### src/rtl/core/sobel_edge_magnitude_3x3_macros.svh
// Assertion helpers for the edge magnitude block.
`ifndef SOBEL_EDGE_MAGNITUDE_3X3_MACROS_SVH
`define SOBEL_EDGE_MAGNITUDE_3X3_MACROS_SVH
// Implication checked at every clock edge outside reset.
`define SEM_ASSERT_IMP(label, ante, cons, msg) \
  label: assert property (@(posedge clk) disable iff (!rst_n) (ante) |-> (cons)) \
    else $error(msg);
// Next-cycle implication checked outside reset.
`define SEM_ASSERT_NEXT(label, ante, cons, msg) \
  label: assert property (@(posedge clk) disable iff (!rst_n) (ante) |=> (cons)) \
    else $error(msg);
`endif

### src/rtl/core/sem_pkg.sv
`default_nettype none
package sem_pkg;
  localparam int MaxWidth = 1024;
  localparam int MaxHeight = 1024;
  localparam int ColW = $clog2(MaxWidth);
  localparam int CntW = 11;
  localparam int QDepth = 4;
  localparam int QPtrW = $clog2(QDepth);

  localparam logic [0:0] CfgWidth = 1'b0;
  localparam logic [0:0] CfgHeight = 1'b1;

  typedef logic [23:0] pix_t;

  // One window job handed from the front to the back.
  typedef struct packed {
    pix_t l0, l1, l2;
    pix_t m0, m1, m2;
    pix_t r0, r1, r2;
    logic eof;
    logic lob;
  } job_t;

  typedef struct packed {
    logic [7:0] red;
    logic [7:0] green;
    logic [7:0] blue;
    logic eof;
    logic lob;
  } res_t;

  typedef enum logic [1:0] {
    SQ_IDLE,
    SQ_RUN,
    SQ_DONE
  } sq_state_t;
endpackage
`default_nettype wire

### src/rtl/core/sem_queue.sv
`default_nettype none
// Short job queue between front and back.
module sem_queue (
  input  wire logic          clk,
  input  wire logic          rst_n,
  input  wire logic          wr_valid,
  output logic               wr_ready,
  input  wire sem_pkg::job_t wr_data,
  output logic               rd_valid,
  input  wire logic          rd_ready,
  output sem_pkg::job_t      rd_data
);
  sem_pkg::job_t q_r [sem_pkg::QDepth];
  logic [sem_pkg::QPtrW-1:0] wp_r, rp_r;
  logic [sem_pkg::QPtrW:0] cnt_r;
  logic wr, rd;

  assign wr_ready = cnt_r != (sem_pkg::QPtrW+1)'(sem_pkg::QDepth);
  assign rd_valid = cnt_r != '0;
  assign rd_data = q_r[rp_r];
  assign wr = wr_valid && wr_ready;
  assign rd = rd_valid && rd_ready;

  always_ff @(posedge clk) if (wr) q_r[wp_r] <= wr_data;

  always_ff @(posedge clk) begin
    if (!rst_n) begin
      wp_r <= '0; rp_r <= '0; cnt_r <= '0;
    end else begin
      if (wr) wp_r <= wp_r + 1'b1;
      if (rd) rp_r <= rp_r + 1'b1;
      cnt_r <= cnt_r + (wr ? 1'b1 : 1'b0) - (rd ? 1'b1 : 1'b0);
    end
  end
endmodule
`default_nettype wire

### config.mk
export PLATFORM = sky130hd
export DESIGN_NAME = sem_queue
export DESIGN_NICKNAME = d
export VERILOG_FILES = /design/src/rtl/core/sobel_edge_magnitude_3x3_macros.svh /design/src/rtl/core/sem_pkg.sv /design/src/rtl/core/sem_queue.sv
export SDC_FILE = /design/constraint.sdc
export NUM_CORES = 1
export LEC_CHECK = 0
export BUFFER_PORTS_ARGS = -buffer_cell sky130_fd_sc_hd__buf_2
export CAP_MARGIN = 20
export CORE_ASPECT_RATIO = 0.5
export CORE_UTILIZATION = 35
export CTS_CLUSTER_DIAMETER = 50
export DETAILED_ROUTE_END_ITERATION = 10
export MAX_ROUTING_LAYER = met4
export PLACE_DENSITY = 0.61
export SYNTH_ARGS = -nofsm -noshare
export SYNTH_HDL_FRONTEND = slang
export SYNTH_SLANG_ARGS = --single-unit
### constraint.sdc
create_clock -name clk -period 14.6 [get_ports clk]
set_input_delay 4.38 -clock clk [delete_from_list [all_inputs] [get_ports clk]]
set_output_delay 4.38 -clock clk [all_outputs]
set_load 0.05 [all_outputs]
==> out/results.ini <==
[critical_path]
critPathArrivalTime_ps = 4030
worstSetupPathType = reg2out
critical_path_required_ps = 10220
cp_max_fo = 61
endpoint_kind = primary output
cp-start-kind = flip-flop

[power_and_ir_drop]
powerDensity_nw_per_um2 = 197
power.total_w = 0.00750
ir_drop_mv = 0.105
p_leak_nw = 12.5

[synth]
synth_area_um2 = 31800
synth_cell_types = 21
ys_warn_count = 0
synthFlopType = edfxtp_1
synth-async-reset-ratio_pct = 0
synth_edf_count = 872
synth-seq-cells = 881
syn_nets = 1415
postSynthAreaPerCell_um2 = 26.8
postSynthCellCount = 1186
ys_seq_area_share_pct = 82.8

[layout]
final_nets = 1908
fin_util_pct = 42.7
layout_commonest_cell = edfxtp_1
area_growth_pct = 19.6
layout_common_cells = 872 x edfxtp_1, 441 x buf_2, 218 x mux4_2, 87 x clkbuf_16, 20 x clkbuf_1
fill_cells = 7671
drive_gt1_share_pct = 45.5

[global_routing]
grt_max_degree = 141
grt-ovfl-total = 0
grt_pass1_vias = 15022
grtUsageTotal_pct = 15.4
grt_pass1_wl_um = 101000
antenna_found_initial = 22

[place]
port_buffers = 441
place_hpwl_um = 43300
place.gp.congestion = 0.806
preCtsSetupSlack_ps = 6660

[timing]
slew_headroom_pct = 34.9
fin_crit_sh_pct = 57.6
hold_viol = 0
rsz0062_at_grt = false
tightestPinTransition_ps = 976
fmax_mhz = 119
post-route-worst-setup-slack_ps = 6190
skew_ps = 13.0
timing.final.crit_period_ps = 8410
slew_viol_final = 0
setup_tns_ps = 0
setup_violations = 0

[drt]
drt_wl_total_um = 69600
via_per_inst = 4.86
vias = 14259
ant_nets = 0
drc_errors = 0
avgRoutedWirePerCell_um = 23.7
first_iter_violations = 967
drtPass1Iterations = 5

[floorplanning]
dieWidth_um = 429
core-area_um2 = 89200
die_area_um2 = 92300
die_height_um = 215
rows = 77
initial_core_util_pct = 35.7
pin_count = 442

[run]
drv_cap = 0

[clock_tree]
post_cts_resized = 0
cts_max_level = 3
postCtsSetupBuffers = 0
ctsHoldBuffers = 0
cts_root_buf = clkbuf_16
clk_pin_slew_worst_paths_ps = 60
cts_inserted_buffers = 82
numClockSinks = 881
clock_latency_ps = 620
cts_tree = yes
clk_path_buf_depth = 3

[outcome]
outcome = finished, final reports clean

[worst_hold_path]
hp-class = reg2reg

[cell families (layout without fill, tap and decap cells)]
family	count (synthesis)	after routing	synth area share [%]
flip-flops	881	881	82.8
multiplexers	220	220	15.5
buffers and inverters	54	605	0.939
AND/OR/NAND/NOR	17	17	0.287
adder cells (fa/ha/maj)	7	7	0.299
XOR/XNOR	4	4	0.110
AO/OA/AOI/OAI	3	3	0.0786
other	0	11	0
[cell type report]
| cell class | instances | area (um2) | area share (%) |
|---|---|---|---|
| Timing Repair Buffer | 458 | 2370 | 6.23 |
| Inverter | 5 | 18.8 | 0.0493 |
| Multi-Input combinational cell | 251 | 5190 | 13.6 |
| Tap cell | 1185 | 1480 | 3.89 |
| Clock buffer | 110 | 2290 | 6.02 |
| Clock inverter | 32 | 333 | 0.874 |
| Antenna cell | 11 | 27.5 | 0.0723 |
| Sequential cell | 881 | 26400 | 69.2 |
[Yosys cell counts, drive strengths merged, types with 2 or more instances]
cell / number / share of area, %
clkbuf: 4 / 0.047
nand2: 5 / 0.059
nor2b: 3 / 0.059
ha: 6 / 0.24
xnor2: 4 / 0.11
inv: 5 / 0.059
buf: 45 / 0.83
mux4: 218 / 15
edfxtp: 872 / 82
and2: 7 / 0.14
dfxtp: 9 / 0.57
mux2i: 2 / 0.063
[sequential cells by signal, summed over array words and instances, names as in the netlist, named ones only]
| signal | flops |
|---|---|
| cnt_r | 3 |
| q_r | 872 |
| rp_r | 2 |
| wp_r | 2 |
[critical path: stages (launching register included)]
cell and delay, ps:
dfxtp_4 920, buf_4 750, buf_4 830, mux4_2 500, buf_2 300
[per-layer routing]
metal | vias to the layer above | GRT usage [%] | routed length (um)
li1 | 6150 | - | -
met1 | 7655 | 17.1 | 25800
met2 | 321 | 28.1 | 39600
met3 | 133 | 2.46 | 2080
met4 | 0 | 5.24 | 2090
met5 | - | - | 0
[final timing paths]
check / from / to / slack [ps] / depth (start not counted)
min: wp_r[0] / wp_r[0] / 520 / 2
max reg2reg: cnt_r[1] / q_r[3][168] / 10630 / 5
max: flip-flop / rd_data[28] / 6190 / 4
min reg2reg: wp_r[0] / wp_r[0] / 520 / 2
[report_power, final]
| part | leakage [nW] | switching (W) | internal [W] | total (W) |
|---|---|---|---|---|
| clock network | 1.29 | 0.000885 | 0.00122 | 0.00211 |
| logic | 3.12 | 0.00161 | 0.000636 | 0.00224 |
| registers | 8.06 | 0.0000813 | 0.00306 | 0.00315 |
[through the flow]
stage / instances / hold slack, ps / area [um2]
CTS: 2922 / 512 / 38100
global route: 2931 / 536 / 38100
detailed placement: 2780 / 504 / 35400
global placement: 2780 / 503 / 35400
finish: 2933 / 518 / 38100
floorplan: 1186 / 468 / 31800
Note: power is estimated with default switching activity, not from simulation.
