**src/rtl/core/sobel_edge_magnitude_3x3_macros.svh**
```systemverilog
// Assertion helpers for the edge magnitude block.
`ifndef SOBEL_EDGE_MAGNITUDE_3X3_MACROS_SVH
`define SOBEL_EDGE_MAGNITUDE_3X3_MACROS_SVH
// Implication checked at every clock edge outside reset.
`define SEM_ASSERT_IMP(label, ante, cons, msg) \
  label: assert property (@(posedge clk) disable iff (!rst_n) (ante) |-> (cons)) \
    else $error(msg);
// Next-cycle implication checked outside reset.
`define SEM_ASSERT_NEXT(label, ante, cons, msg) \
  label: assert property (@(posedge clk) disable iff (!rst_n) (ante) |=> (cons)) \
    else $error(msg);
`endif

```
**src/rtl/core/sem_pkg.sv**
```systemverilog
`default_nettype none
package sem_pkg;
  localparam int MaxWidth = 1024;
  localparam int MaxHeight = 1024;
  localparam int ColW = $clog2(MaxWidth);
  localparam int CntW = 11;
  localparam int QDepth = 4;
  localparam int QPtrW = $clog2(QDepth);

  localparam logic [0:0] CfgWidth = 1'b0;
  localparam logic [0:0] CfgHeight = 1'b1;

  typedef logic [23:0] pix_t;

  // One window job handed from the front to the back.
  typedef struct packed {
    pix_t l0, l1, l2;
    pix_t m0, m1, m2;
    pix_t r0, r1, r2;
    logic eof;
    logic lob;
  } job_t;

  typedef struct packed {
    logic [7:0] red;
    logic [7:0] green;
    logic [7:0] blue;
    logic eof;
    logic lob;
  } res_t;

  typedef enum logic [1:0] {
    SQ_IDLE,
    SQ_RUN,
    SQ_DONE
  } sq_state_t;
endpackage
`default_nettype wire

```
**src/rtl/core/sem_outq.sv**
```systemverilog
`default_nettype none
// Two-entry result skid queue facing the output port.
module sem_outq (
  input  wire logic          clk,
  input  wire logic          rst_n,
  input  wire logic          wr_valid,
  output logic               wr_ready,
  input  wire sem_pkg::res_t wr_data,
  output logic               empty,
  input  wire logic          pop,
  output sem_pkg::res_t      rd_data
);
  sem_pkg::res_t q_r [2];
  logic wp_r, rp_r;
  logic [1:0] cnt_r;
  logic wr, rd;

  assign wr_ready = cnt_r != 2'd2;
  assign empty = cnt_r == 2'd0;
  assign rd_data = q_r[rp_r];
  assign wr = wr_valid && wr_ready;
  assign rd = pop && !empty;

  always_ff @(posedge clk) if (wr) q_r[wp_r] <= wr_data;

  always_ff @(posedge clk) begin
    if (!rst_n) begin
      wp_r <= 1'b0; rp_r <= 1'b0; cnt_r <= '0;
    end else begin
      if (wr) wp_r <= !wp_r;
      if (rd) rp_r <= !rp_r;
      cnt_r <= cnt_r + (wr ? 2'd1 : 2'd0) - (rd ? 2'd1 : 2'd0);
    end
  end
endmodule
`default_nettype wire

```
**config.mk**
```make
export PLATFORM = sky130hd
export DESIGN_NAME = sem_outq
export DESIGN_NICKNAME = d
export VERILOG_FILES = /design/src/rtl/core/sobel_edge_magnitude_3x3_macros.svh /design/src/rtl/core/sem_pkg.sv /design/src/rtl/core/sem_outq.sv
export SDC_FILE = /design/constraint.sdc
export NUM_CORES = 1
export LEC_CHECK = 0
export ABC_AREA = 0
export BUFFER_PORTS_ARGS = -buffer_cell sky130_fd_sc_hd__buf_4
export CAP_MARGIN = 10
export CORE_MARGIN = 2
export CORE_UTILIZATION = 46
export CTS_CLUSTER_SIZE = 25
export DETAILED_ROUTE_END_ITERATION = 8
export MAX_ROUTING_LAYER = met4
export PLACE_DENSITY = 0.76
export SETUP_SLACK_MARGIN = 0.5
export SYNTH_ARGS = -nofsm -noshare
export SYNTH_HDL_FRONTEND = slang
export SYNTH_SLANG_ARGS = --single-unit
```
**constraint.sdc**
```tcl
create_clock -name clk -period 2.1 [get_ports clk]
set_input_delay 0.315 -clock clk [delete_from_list [all_inputs] [get_ports clk]]
set_output_delay 0.315 -clock clk [all_outputs]
set_load 0.02 [all_outputs]
```
==> flow_summary.toml <==
[global_route]
grt_pass1_vias = 1146
track_usage = 0.1437
grt_max_degree = 27
antenna_found_initial = 0
overflow = 0
grt_pass1_wl_um = 5326

[cells_and_area]
fin_area_um2 = 3141
instances_no_fill = 235
nets = 210
insertedDiodeCount = 0
layout-drive-gt1-share = 0.6409
syn2layout_area_growth_pct = 41.89
fin_util = 0.6693

[worst_setup_path]
crit_chain = "clkbuf_16 > mux2_4 > buf_6"
endpoint_kind = "output pin"
path_max_fanout = 7
cp_slowest_cell = "dfxtp_4"
critPathArrivalTime_ns = 1.35
startpoint_type = "register"
critPathMaxStageDelay_ns = 0.42
worstPathRequired_ns = 1.78
crit_type = "reg2out"

[power]
p_leak_nw = 1.238
max-vdd-ir-drop_mv = 0.7841
powerDensity_nw_per_um2 = 1242
power_mw = 3.899

[synth]
syn_area_um2 = 2213
yosysSeqAreaShare = 0.7507
syn_inst = 105
synthSimpleGateAreaFrac = 0.02657
postSynth.topFlopCell = "edfxtp_1"
yosysWarnings = 0
synth_edf_count = 52
synth_top_family_by_area = "multiplexers"
yosys.area.top_type = "edfxtp_1"
ys_seq_elements = 57
async_reset_ff_frac = 0
ys_top_cells_by_area = "edfxtp_1, mux2_4, dfxtp_1, mux2_2, buf_12"
synthAdderAreaFrac = 0.01131
syn_nets = 137
synthMuxAreaShare = 0.1707
synth_compound_area_frac = 0.003957
syn_area_per_cell_um2 = 21.08
yosysUniqueCellTypes = 17
synth_xor_area_frac = 0.01187
synth_top_area_share = 0.7055

[die]
die_area_um2 = 5382
die_y_um = 73.37
ios = 58
die_w_um = 73.37
rows = 25
start_util = 0.4717
core_area_um2 = 4692

[cts]
clk_pin_slew_ns = 0.06
cts_buffers = 9
hold_buffers = 0
root_buffer = "clkbuf_8"
cts_num_sinks = 57
cts_tree = "done"
cts.path.max_buffers = 2
insertion_delay_ns = 0.32
cts-htree-levels = 3

[detailed_routing]
wl_per_cell_um = 16.38
avgViaCountPerCell = 4.894
wl_um = 3849
vias = 1150
antenna_left = 0
first_pass_iters = 4
drc = 0
dr.first_iter.drc_count = 108

[flow_run]
maxCapViolCount = 0

[timing]
clock_skew_ns = 0.003959
rsz0062_at_grt = "true"
clock.fmax_mhz = 599.4
setup_tns_ns = 0
worstMarginPinSlew_ns = 0.6120
fin_crit_sh = 0.7945
slew-limit-headroom = 0.5920
slew_viol_final = 0
hold_violations = 0
setup_viol = 0
fin_crit_ns = 1.668

[status]
status = "finished clean"

[worst_hold_path]
hold_path.class = "in2reg"

[placed_design]
port_buffers = 57
routabilityCongestion = 0.6770
placed_area_um2 = 2700
place_inst = 216
-- state kept, by name (all words and copies together) (netlist names), named ones only --
signal  flops
rp_r        1
q_r        52
cnt_r       2
wp_r        1
-- cell families after synthesis --
family          after synthesis
fa+ha+maj                     2
xor+xnor                      3
simple gates                 11
compound gates                1
mux                          27
flops                        57
buf+inv                       4
-- power breakdown --
part | leakage, nW | total, mW | switching, mW | internal (mW)
logic | 0.617 | 1.46 | 0.636 | 0.823
clock network | 0.0921 | 0.906 | 0.382 | 0.523
registers | 0.529 | 1.54 | 0.0892 | 1.45
-- final cells by class --
type                       instances  area [um^2]
sequential                        57         1673
fill                             313         1551
timing repair buffer              65        645.6
multi-input combinational         44        578.1
clock buffer                       9        123.9
tap                               54        67.56
clock inverter                     5        48.80
inverter                           1        3.754
-- worst max-delay path, delay by kind of cell, from the launching register on --
family / cells / cell delay, ns
buffers and inverters: 2 / 0.31
DFF: 1 / 0.42
muxes: 1 / 0.31
-- placed cells by master, fill, tap and decap left out, types with 2 or more instances in the layout --
master	instances
edfxtp_1	52
buf_4	35
buf_6	26
mux2_4	25
clkbuf_8	9
dfxtp_4	3
clkinv_2	3
xnor2_1	2
nor2b_1	2
and2_1	2
ha_4	2
clkbuf_16	2
buf_12	2
dfxtp_1	2
-- worst paths after layout --
| check | startpoint | end | slack, ns | cells after the start |
|---|---|---|---|---|
| worst max register to register | cnt_r[0]$_SDFF_PN0_ | cnt_r[1]$_SDFF_PN0_ | 0.53 | 7 |
| worst min-delay path | wr_data[3] | q_r[0][3]$_DFFE_PP_ | 0.18 | 1 |
| worst min register to register | rp_r$_SDFFE_PN0P_ | register | 0.55 | 2 |
| worst max-delay path | register | rd_data[20] | 0.43 | 3 |
-- stage by stage --
step / setup WS (ns) / hold WS [ns]
after floorplan: 0.5068 / 0.4139
after global placement: 0.5395 / 0.5005
after detailed placement: 0.4163 / 0.5041
after CTS: 0.4030 / 0.1660
after global routing: 0.3955 / 0.1636
final: 0.4316 / 0.1781
-- synthesized netlist by cell type (2+ instances only) --
library cell,n
and2_1,2
buf_12,2
dfxtp_1,5
edfxtp_1,52
ha_1,2
mux2_2,6
mux2_4,20
nand2_1,2
nand2b_1,2
nor2_1,2
nor2b_1,2
xnor2_1,3
-- routing by layer --
layer / wire length [um] / GRT usage
met5: 0 / -
met4: 70 / 0.07273
met3: 214 / 0.04252
met2: 2059 / 0.2382
met1: 1504 / 0.1570
-- repair_timing --
action / 4_1_cts / 5_1_grt
gates resized for setup: 12 / 37
setup endpoints to repair: 27 / 27
pin swaps: 1 / 5
cloned: 0 / 2
setup buffers: 2 / 1
Note: power is estimated with default switching activity, not from simulation.
