## src/rtl/core/sobel_edge_magnitude_3x3_macros.svh

```systemverilog
// Assertion helpers for the edge magnitude block.
`ifndef SOBEL_EDGE_MAGNITUDE_3X3_MACROS_SVH
`define SOBEL_EDGE_MAGNITUDE_3X3_MACROS_SVH
// Implication checked at every clock edge outside reset.
`define SEM_ASSERT_IMP(label, ante, cons, msg) \
  label: assert property (@(posedge clk) disable iff (!rst_n) (ante) |-> (cons)) \
    else $error(msg);
// Next-cycle implication checked outside reset.
`define SEM_ASSERT_NEXT(label, ante, cons, msg) \
  label: assert property (@(posedge clk) disable iff (!rst_n) (ante) |=> (cons)) \
    else $error(msg);
`endif

```

## src/rtl/core/sem_pkg.sv

```systemverilog
`default_nettype none
package sem_pkg;
  localparam int MaxWidth = 1024;
  localparam int MaxHeight = 1024;
  localparam int ColW = $clog2(MaxWidth);
  localparam int CntW = 11;
  localparam int QDepth = 4;
  localparam int QPtrW = $clog2(QDepth);

  localparam logic [0:0] CfgWidth = 1'b0;
  localparam logic [0:0] CfgHeight = 1'b1;

  typedef logic [23:0] pix_t;

  // One window job handed from the front to the back.
  typedef struct packed {
    pix_t l0, l1, l2;
    pix_t m0, m1, m2;
    pix_t r0, r1, r2;
    logic eof;
    logic lob;
  } job_t;

  typedef struct packed {
    logic [7:0] red;
    logic [7:0] green;
    logic [7:0] blue;
    logic eof;
    logic lob;
  } res_t;

  typedef enum logic [1:0] {
    SQ_IDLE,
    SQ_RUN,
    SQ_DONE
  } sq_state_t;
endpackage
`default_nettype wire

```

## src/rtl/core/sem_back.sv

```systemverilog
`default_nettype none
// Back: gradient, squared sum, and bit-serial root over eight steps per job.
module sem_back (
  input  wire logic          clk,
  input  wire logic          rst_n,
  input  wire logic          job_valid,
  output logic               job_ready,
  input  wire sem_pkg::job_t job,
  output logic               res_valid,
  input  wire logic          res_ready,
  output sem_pkg::res_t      res
);
  sem_pkg::sq_state_t st_r, st_nxt;
  logic [21:0] s_r [3];
  logic [7:0] n_r [3];
  logic [7:0] bit_r;
  logic eof_r, lob_r;

  function automatic logic [21:0] sumsq(sem_pkg::job_t j, int sh);
    logic signed [11:0] gx, gy;
    logic signed [11:0] a0, a1, a2, b0, b1, b2, t1, t3;
    logic [23:0] px, py;
    a0 = 12'(j.l0[sh+:8]); a1 = 12'(j.l1[sh+:8]); a2 = 12'(j.l2[sh+:8]);
    b0 = 12'(j.r0[sh+:8]); b1 = 12'(j.r1[sh+:8]); b2 = 12'(j.r2[sh+:8]);
    t1 = 12'(j.m0[sh+:8]); t3 = 12'(j.m2[sh+:8]);
    gx = b0 - a0 + 12'(2) * (b1 - a1) + b2 - a2;
    gy = a2 + b2 + 12'(2) * t3 - a0 - b0 - 12'(2) * t1;
    px = 24'(gx) * 24'(gx);
    py = 24'(gy) * 24'(gy);
    return 22'(px + py);
  endfunction

  function automatic logic [7:0] finish_root(logic [21:0] s, logic [7:0] n);
    logic [16:0] nn;
    nn = 17'(n) * 17'(n) + 17'(n);
    if (s >= 22'd65025) return 8'd255;
    if (22'(nn) < s) return n + 8'd1;
    return n;
  endfunction

  always_comb begin
    st_nxt = st_r;
    case (st_r)
      sem_pkg::SQ_IDLE: if (job_valid) st_nxt = sem_pkg::SQ_RUN;
      sem_pkg::SQ_RUN:  if (bit_r == 8'd1) st_nxt = sem_pkg::SQ_DONE;
      sem_pkg::SQ_DONE: if (res_ready) st_nxt = sem_pkg::SQ_IDLE;
      default: st_nxt = sem_pkg::SQ_IDLE;
    endcase
  end

  always_comb begin
    job_ready = (st_r == sem_pkg::SQ_IDLE);
    res_valid = (st_r == sem_pkg::SQ_DONE);
    res.red = finish_root(s_r[0], n_r[0]);
    res.green = finish_root(s_r[1], n_r[1]);
    res.blue = finish_root(s_r[2], n_r[2]);
    res.eof = eof_r;
    res.lob = lob_r;
  end

  always_ff @(posedge clk) begin
    if (!rst_n) st_r <= sem_pkg::SQ_IDLE;
    else st_r <= st_nxt;
  end

  // One root bit per cycle per channel, most significant first.
  always_ff @(posedge clk) begin
    if (st_r == sem_pkg::SQ_IDLE && job_valid) begin
      s_r[0] <= sumsq(job, 16); s_r[1] <= sumsq(job, 8); s_r[2] <= sumsq(job, 0);
      for (int i = 0; i < 3; i++) n_r[i] <= '0;
      bit_r <= 8'd128;
      eof_r <= job.eof; lob_r <= job.lob;
    end else if (st_r == sem_pkg::SQ_RUN) begin
      for (int i = 0; i < 3; i++)
        if (22'(17'(n_r[i] | bit_r) * 17'(n_r[i] | bit_r)) <= s_r[i]) n_r[i] <= n_r[i] | bit_r;
      bit_r <= bit_r >> 1;
    end
  end
endmodule
`default_nettype wire

```

## config.mk

```make
export PLATFORM = sky130hd
export DESIGN_NAME = sem_back
export DESIGN_NICKNAME = d
export VERILOG_FILES = /design/src/rtl/core/sobel_edge_magnitude_3x3_macros.svh /design/src/rtl/core/sem_pkg.sv /design/src/rtl/core/sem_back.sv
export SDC_FILE = /design/constraint.sdc
export NUM_CORES = 2
export LEC_CHECK = 0
export ABC_CLOCK_PERIOD_IN_PS = 14510
export BUFFER_PORTS_ARGS = -buffer_cell sky130_fd_sc_hd__buf_2
export CORE_ASPECT_RATIO = 0.75
export CORE_MARGIN = 2
export CORE_UTILIZATION = 53
export CTS_CLUSTER_DIAMETER = 200
export CTS_CLUSTER_SIZE = 30
export DETAILED_ROUTE_END_ITERATION = 10
export GPL_TIMING_DRIVEN = 0
export PLACE_DENSITY = 0.72
export SYNTH_ARGS = -nofsm -noshare
export SYNTH_HDL_FRONTEND = slang
export SYNTH_SLANG_ARGS = --single-unit
```

## constraint.sdc

```tcl
create_clock -name clk -period 14.51 [get_ports clk]
set_clock_uncertainty 0.1 [all_clocks]
set_input_delay 1.451 -clock clk [delete_from_list [all_inputs] [get_ports clk]]
set_output_delay 1.451 -clock clk [all_outputs]
set_load 0.05 [all_outputs]
```

==> impl_results.md <==
- Status: completed
- Largest net degree at the start of global routing: slightly below 80
- RSZ-0062 raised after global routing: no
- Post-DP HPWL: roughly 100 mm
- # Post-CTS Setup Buffers: 0
- #FFs+latches synth: between 100 and 150
- Layout Utilization: 56.8%
- Worst Setup End Kind: flip-flop
- Buf/Inv on CP: 9
- Worst path max stage delay: between 800 and 900 ps
- Tightest Pin Transition: ~1500 ps
- Final Max Tran Viols: 0
- Vias in the first global route: 38649
- WL final: ~110 mm
- Netlist cell types: between 70 and 80
- Crit Path Category: in -> reg
- Commonest non-fill, non-tap cell in the layout: inv_1
- Post-route DRC: 0
- Top cell type's share of synthesized area: between 40% and 50%
- First-pass GRT wire length: 192 mm
- Port bufs: 225
- Cell family with most CP delay: adder cells
- Worst slew margin: around 2.3%
- Routed len/inst: between 15 and 20 um
- Slowest-stage cell, CP: fa_1
- Hold Violations, Final: 0
- Tcrit/Tclk final: 91.8%
- Nets: between 7000 and 8000
- Post-synth top flop: edfxtp_1
- Worst-Skew Late Latency: about 400 ps
- Total Routing Usage GR: a little under a quarter
- H-tree depth: 3
- Worst-path clk slew: about 90 ps
- Bufs on Longest Clock Path: 2
- Synth top area cells: fa_1, ha_1, inv_1
- Hold Buf Count CTS: 0
- Die area: ~99000 um2
- Total global routing overflow: 0
- Starting Density: between 50 and 60%
- CP required: roughly 15000 ps
- Area delta synth->final: 5.93%
- Drt initial violations: 2358
- Final setup fails: 0
- Clk root buf: clkbuf_16
- # rows: 98
- Antenna violations before repair: 7
- CTS buffer count: 9
- Core ar.: 95500 um2
- Synth warn: 0
- Ys async rst share: 0%
- Layout cells sized above 1: under 10%
- Filler Cells Inserted: approximately 8500
- Die height: 273 um
- Vias/cell: just over 5
- Commonest non-fill, non-tap cells in the layout: inv_1, fa_1, ha_1, nor2_1, nand2_1
- DRT Pass-1 Iters: 5
- Post-cts resize count: 0
- Max_cap viols: 0
- R2R cell count: 32
- Die width: ~360 um
- CP Launch Type: input port
- Sinks on Clock Net: 102
- Post-synth design cell area: a little over 50000 um2
- Vias: 36612
- Crit path top cell by count: fa_1
- Hold path cells: 2
- CP Depth: between 40 and 50
- Fmax: between 70 and 80 MHz
- Area leader, netlist: fa_1
- Synthesized area per cell: between 9 and 10 um2
- GPL Wtd Cong: 0.953
- CTS tree: built
- Cells after Synth: 5631
- Setup TNS: 0 ps
- Critical Path AT: about 13000 ps
- Final ANT Viol Nets: 0
- Post-synthesis sequential area ratio: under 10%
- Hold Path Class: reg -> reg
- Number of synthesized flops with an enable pin: around 90
- Fin crit period: approximately 13000 ps
- IO Count: 250
- Worst-path fanout max: 10
==> final timing paths <==
path	slack (ps)	startpoint	to
worst max-delay path	1190	job[11]	s_r[0][43]$_DFFE_PP_
worst max register to register	6910	n_r[0][3]$_SDFFCE_PN0P_	n_r[0][22]$_SDFFCE_PN0P_
worst min-delay path	470	bit_r[0]$_SDFFE_PP0N_	bit_r[0]$_SDFFE_PP0N_
worst min register to register	470	bit_r[0]$_SDFFE_PP0N_	bit_r[0]$_SDFFE_PP0N_
==> cells by family after synthesis <==
group | Yosys count | share of synthesized area (%)
adders and majority gates | 1763 | 58.6
other | 2 | 0.0147
AOI/OAI and AO/OA | 534 | 6.81
DFF | 102 | 5.78
xor gates and xnor gates | 334 | 5.85
muxes | 10 | 0.212
and+or+nand+nor | 1130 | 9.81
buffers and inverters | 1756 | 12.9
==> worst min-delay path, cell delays in order (launching register included) <==
cell and delay (ps):
dfxtp_1 380, nand2_1 80, a21oi_1 60
==> cell type report <==
class,instances,area [um2],area share [%]
well taps,1250,1560,2.88
inverters,1688,6340,11.7
clock buffers,9,225,0.415
flip-flops and latches,102,2960,5.46
diodes,7,17.5,0.0323
repair buffers,226,1140,2.10
clock inverters,7,76.3,0.141
multi-input cells,3777,41700,76.8
plain buffers,68,270,0.498
==> sequential cells by signal, summed over array words and instances (netlist names) <==
signal  cells
bit_r       8
eof_r       1
lob_r       1
n_r        24
s_r        66
st_r        2
==> metal layers <==
metal,GRT usage (%),part of all wire [%],vias to the layer above
met5,0,0.012,-
met1,36.3,48,18156
met4,2.87,0.97,2
li1,-,-,17372
met2,37.3,44,1000
met3,3.93,7.6,82
==> per-stage QoR <==
step,instance area [um2],hold slack [ps],setup slack (ps),cells
after floorplan,51300,356,2830,5635
after global placement,54000,441,1160,7110
after detailed placement,54000,446,1010,7110
after CTS,54300,458,1430,7126
after global routing,54300,489,555,7132
final,54300,466,1190,7134
==> cells in the mapped netlist, drive strengths merged (4+ instances only) <==
cell type and number:
o31ai 6, buf 8, a21oi 167, nor4 6, fa 1064, a211o 5
xnor2 260, edfxtp 92, o2111ai 6, nand2 313, nand3b 9, a31o 6
o21a 21, clkbuf 60, nand4 11, mux2 7, o21bai 50, nor3 60
or4 5, a31oi 11, or2 18, nor2 479, nand3 38, nor2b 45
and2 80, and3 20, clkinv 14, o211ai 4, o21ai 113, o41ai 14
a211oi 6, xor2 74, and4 6, nand2b 34, a21o 100, dfxtp 10
inv 1674, ha 699
Power is left out: the tool's default activity adds up to more than one toggle a clock period on the data nets, which glitch-free logic cannot reach.
